==> src/rtl/core/pqa_pkg.sv <==
// Shared types, constants and helpers of the priority queue with aging
`default_nettype none

package pqa_pkg;

   localparam int ID_W   = 16;
   localparam int PRIO_W = 8;
   localparam int SLOT_W = 7;

   localparam logic [PRIO_W-1:0] PRIO_MAX = {PRIO_W{1'b1}};

   // Request operation codes
   localparam logic OP_INSERT = 1'b0;
   localparam logic OP_TICK   = 1'b1;

   typedef enum logic [1:0] {
      ST_IDLE,
      ST_INSERT,
      ST_TICK
   } ctrl_state_type;

   // Controller to datapath commands
   typedef struct packed {
      logic latch;   // capture the request fields
      logic insert;  // perform the insert (or reject) and load the response
      logic pop;     // dispatch the head entry and load the response
      logic age;     // age all remaining entries
   } pqa_cmd_type;

   // Datapath to controller status
   typedef struct packed {
      logic disp_zero;  // nothing left to dispatch on this tick
      logic disp_one;   // one entry left to dispatch on this tick
   } pqa_status_type;

   // Saturating priority increment
   function automatic logic [PRIO_W-1:0] prio_age(input logic [PRIO_W-1:0] p);
      prio_age = (p == PRIO_MAX) ? p : p + 1'b1;
   endfunction

endpackage

`default_nettype wire

==> src/rtl/core/pqa_ctrl.sv <==
// Controller state machine of the priority queue with aging
`default_nettype none

module pqa_ctrl (
   input  wire logic                  clock,
   input  wire logic                  reset,
   input  wire logic                  req_valid,
   output logic                       req_ready,
   input  wire logic                  req_op,
   output logic                       rsp_valid,
   input  wire logic                  rsp_ready,
   input  wire pqa_pkg::pqa_status_type status,
   output pqa_pkg::pqa_cmd_type       cmd
);
   import pqa_pkg::*;

   ctrl_state_type state_ff, state_in;
   logic           rsp_valid_ff, rsp_valid_in;
   logic           out_free;
   logic           load;

   // State and response valid registers
   always_ff @(posedge clock) begin
      if (reset) begin
         state_ff     <= ST_IDLE;
         rsp_valid_ff <= 1'b0;
      end else begin
         state_ff     <= state_in;
         rsp_valid_ff <= rsp_valid_in;
      end
   end

   // Output register may be loaded when empty or being drained this cycle
   assign out_free = !rsp_valid_ff || rsp_ready;

   // Next state and commands
   always_comb begin
      state_in   = state_ff;
      cmd        = '0;
      req_ready  = 1'b0;
      case (state_ff)
         ST_IDLE: begin
            req_ready = 1'b1;
            if (req_valid) begin
               cmd.latch = 1'b1;
               state_in  = (req_op == OP_TICK) ? ST_TICK : ST_INSERT;
            end
         end
         ST_INSERT: begin
            if (out_free) begin
               cmd.insert = 1'b1;
               state_in   = ST_IDLE;
            end
         end
         ST_TICK: begin
            if (out_free) begin
               if (status.disp_zero) begin
                  cmd.age  = 1'b1;
                  state_in = ST_IDLE;
               end else begin
                  cmd.pop = 1'b1;
                  // last dispatch also ages the entries left behind
                  if (status.disp_one) begin
                     cmd.age  = 1'b1;
                     state_in = ST_IDLE;
                  end
               end
            end
         end
         default: begin
            state_in = ST_IDLE;
         end
      endcase
   end

   // Response valid: set on load, cleared when taken
   assign load = cmd.insert || cmd.pop || cmd.age;

   always_comb begin
      if (load) begin
         rsp_valid_in = 1'b1;
      end else if (rsp_ready) begin
         rsp_valid_in = 1'b0;
      end else begin
         rsp_valid_in = rsp_valid_ff;
      end
   end

   assign rsp_valid = rsp_valid_ff;

endmodule

`default_nettype wire

==> config.mk <==
export PLATFORM = sky130hd
export DESIGN_NAME = pqa_ctrl
export DESIGN_NICKNAME = d
export VERILOG_FILES = /design/src/rtl/core/pqa_pkg.sv /design/src/rtl/core/pqa_ctrl.sv
export SDC_FILE = /design/constraint.sdc
export NUM_CORES = 1
export LEC_CHECK = 0
export BUFFER_PORTS_ARGS = -buffer_cell sky130_fd_sc_hd__buf_2
export CORE_AREA = 5 5 42 44
export DETAILED_ROUTE_END_ITERATION = 12
export DIE_AREA = 0 0 47 49
export PLACE_DENSITY = 0.42
export SLEW_MARGIN = 0
export SYNTH_ARGS = -nofsm -noshare
export SYNTH_HDL_FRONTEND = slang
export SYNTH_SLANG_ARGS = --single-unit
==> constraint.sdc <==
create_clock -name clock -period 1.17 [get_ports clock]
set_input_delay 0.0585 -clock clock [delete_from_list [all_inputs] [get_ports clock]]
set_output_delay 0.0585 -clock clock [all_outputs]
set_load 0.02 [all_outputs]
* Word level (Yosys, flattened, before mapping) *
Cells that the tools add are included.

cells by class
  add/subtract/negate cells = 0
  multiply operators = 0
  order comparisons = 0
  divide/modulo/power cells = 0
  equality and inequality tests = 6
  bitwise logic cells = 0
  mux-type cells = 19
  reductions and logical operators = 7
  shift-type cells = 0

operators by type and width
  operator                                              count
  two-way mux 2 bit                                     8
  two-way mux 1 bit                                     10
  inequality test 2 bit (second input constant)         3
  case mux 2 bit (3 select lines)                       1
  AND reduction 4 bit                                   1
  logical OR 1 bit                                      3
  inequality test 3 bit (second input constant)         1
  equality test 2 x 1 -> 1 bit (second input constant)  1
  equality test 2 bit (second input constant)           1
  logical NOT 2 bit                                     1
  nonzero test 2 bit                                    1
  logical NOT 1 bit                                     1

word-level totals
  latch bits = 0
  memories kept = 0
  logic and storage cells = 34
  register bits after elaboration = 3
  bits in read-only memories = 0
  bits in writable memories = 0

* Longest topological paths before layout *
  depth after elaboration = 7
  depth in mapped cells = 3
  depth with buffers taken out = 3

* Worst setup path before layout *
No wires, ideal clock.

  path type = reg-to-output
  start = reg rsp_valid_ff, in the netlist rsp_valid
  end = out cmd[1] (netlist name)
  data arrival time = 1031 ps
  slack = 80 ps
  stages on the path, launching flop included = 3
  data required time = 1112 ps
  cell sequence = dfxtp_1 nor2b_1 nor3_1

RTL lines
  item                    line            RTL
  from (decl)             pqa_ctrl.sv:18  logic rsp_valid_ff, rsp_valid_in;
  from (signal assigned)  pqa_ctrl.sv:29  rsp_valid_ff <= rsp_valid_in;
  to (decl)               pqa_ctrl.sv:13  output pqa_pkg::pqa_cmd_type cmd

==> summary.txt <==
Floorplanning
  • Row count: 14
  • Die H: 49 um
  • IO Pins: 13
  • Die width: 47 um
  • Core ar.: 1400 um2
  • Die area: 2300 um2
  • Starting Density: 11.6%

Yosys
  • Synthesized area: 163 um2
  • Avg Cell Area, Syn: 8.13 um2
  • Syn Nets: 27
  • Yosys warnings: 0
  • Yosys cell types: 14
  • Sequential-to-total area share from yosys stat: 36.9%
  • Cells after Synth: 20
  • Flops & latches, synth: 3

CTS
  • H-tree depth: 1
  • CTS tree: built
  • Reg clk slew, reported paths: 30 ps
  • Clk Latency, worst-skew pair: 240 ps
  • CTS Buf Count: 3
  • CTS Root Buffer Type: clkbuf_4
  • Clk sinks: 3
  • CTS Buffer Depth: 2

Drt
  • Post-route ant nets: 0
  • First DRT Iteration DRCs: 4
  • Vias/cell: 3.83
  • DRC errors left: 0
  • Final wirelength: 493 um
  • Average wire per standard cell: 9.48 um
  • Via count: 199
  • 1st-pass router iterations: 4

Timing
  • Worst-Margin Slew: 251 ps
  • Setup Skew: 3.65 ps
  • F_max: 0.894 GHz
  • Fin crit period: 1120 ps
  • Setup violators final: 0
  • Final-report max-slew violation count: 0
  • Period utilization: 95.6%
  • Hold WS: 21.1 ps
  • RSZ-0062 raised after global routing: true
  • Relative slew margins: 83.1%
  • Fin. Hold Viols: 0

GRT
  • Global route overflow: 0
  • GR Util met2: 7.92%
  • Busiest layer in global routing: met2
  • Global-route wire length before repair: 793 um
  • Initial antenna violation count: 0
  • M1 GR Usage: 3.74%
  • Met3 Use GR: 6.64%
  • Largest net degree at the start of global routing: 7
  • Vias in the first global route: 204
  • Gr usage total: 5.35%

Critical path
  • R2R Path Start: state_ff[0]$_SDFFE_PP0P_
  • FF-to-FF path depth: 3
  • Worst EP arrival: 1060 ps
  • Crit Path Category: flip-flop to output pin
  • Required time of the critical path: 1110 ps
  • Slowest stage cell, crit path: dfxtp_4
  • Crit end category: output pin
  • Worst setup path start: state_ff[0]$_SDFFE_PP0P_
  • Worst path top cell family by delay: flip-flops
  • Worst-path fanout max: 6
  • Critical-path cell list: or2b_1 > nor2_1 > buf_4
  • R2R Setup Slk: 290 ps
  • Slowest Stage Delay on Critical Path: 350 ps
  • Reg-to-Reg End: state_ff[1]$_SDFFE_PP0P_
  • CP bufs+invs: 1
  • Startpoint types: flip-flop

Power
  • P_sw: 101 uW
  • Sw frac: 27.3%
  • Lkg Pwr: 0.131 nW
  • Sequential share of power: 31.0%
  • Worst IR drop on VDD: 0.501 mV
  • Clock network power share: 49.7%
  • Combinational share of power: 19.3%
  • PD cells: 1280 nW/um2
  • Int Pwr: 268 uW

Layout
  • Ant diodes: 0
  • Number of fillers in the final layout: 177
  • Nets@finish: 44
  • Area Overhead vs Synth: 77.7%
  • Commonest non-fill, non-tap cell in the layout: buf_2
  • Layout Cells excl Fill: 52
  • Share of cells above drive strength 1: 55.6%
  • Commonest non-fill, non-tap cells in the layout: buf_2 (9), nor2_1 (4), clkbuf_4 (3), buf_4 (3)

Outcome
  • Status: finished, final reports clean

Min path
  • Hold endpoint: state_ff[0]$_SDFFE_PP0P_
  • Hold Crit Class: input port to flip-flop
  • Worst hold stages: 2
  • Hold path start: reset

Placement
  • GPL Wtd Cong: 0.576
  • # port buffers: 12
  • Post-Place Cells: 48

Flow run
  • Max-cap violations: 0
## power by group through the flow
| stage | Clock [mW] | Combinational (mW) | Sequential [mW] |
|---|---|---|---|
| after detailed placement | 0 | 0.0672 | 0.117 |
| final | 0.184 | 0.0712 | 0.115 |
| after floorplan | 0 | 0.0364 | 0.119 |
| after global placement | 0 | 0.0671 | 0.117 |
| after CTS | 0.195 | 0.0675 | 0.116 |
| after global routing | 0.213 | 0.0783 | 0.116 |
## Yosys cell counts (all sizes together)
library cell,count,area [um2]
a31oi,1,6.26
o21ai,1,5.00
dfxtp,3,60.1
nand2b,2,15.0
nor2b,1,6.26
and2,1,6.26
or2b,1,7.51
a21oi,1,5.00
nor2,4,15.0
nor3b,1,7.51
and4b,1,10.0
nor3,2,10.0
a31o,1,8.76
## kinds of logic after synthesis
kind of cell,Yosys count,share of synthesized area (%)
compound gates,4,15.4
flops,3,36.9
simple gates,13,47.7
## layer usage
metal | part of all wire, % | vias to the layer above
met5 | 0 | -
met4 | 0 | 0
met3 | 7.5 | 0
met2 | 64 | 4
met1 | 28 | 92
li1 | - | 103
## worst max path at each step
| stage | endpoint | slack [ps] | cells after the start |
|---|---|---|---|
| 3_5_place_dp | cmd[2] | 220 | 3 |
| 4_1_cts | cmd[2] | 6 | 3 |
| 6_report | cmd[2] | 50 | 3 |
| 5_1_grt | cmd[1] | -20 | 3 |
| 2_1_floorplan | cmd[1] | 80 | 2 |
| 3_3_place_gp | cmd[2] | 220 | 3 |
## stage by stage
step	area [um2]	worst slack [ps]	total power, mW	util (%)	setup TNS (ps)
4_1_cts	270	5.82	0.379	19.3	0
5_1_grt	289	-22.2	0.408	20.6	-36.5
3_5_place_dp	243	224	0.184	17.3	0
3_3_place_gp	243	217	0.184	17.3	0
6_report	289	51.6	0.369	20.6	0
2_1_floorplan	163	80.1	0.155	-	0
## state kept, by name (all words and copies together), names as in the netlist
signal and flops:
rsp_valid 1, state_ff 2
## repair_timing
action,4_1_cts,5_1_grt
endpoints found under the setup margin,1,4
hold buffers,0,0
pin swaps,0,1
setup buffers,0,0
resized for setup,1,7
## cell type report
| type | instances | area [um2] | area share (%) |
|---|---|---|---|
| tap | 16 | 20.0 | 6.93 |
| multi-input combinational | 17 | 110 | 38.1 |
| timing repair buffer | 12 | 67.6 | 23.4 |
| sequential | 3 | 65.1 | 22.5 |
| clock buffer | 4 | 26.3 | 9.09 |
Note: power is estimated with default switching activity, not from simulation.
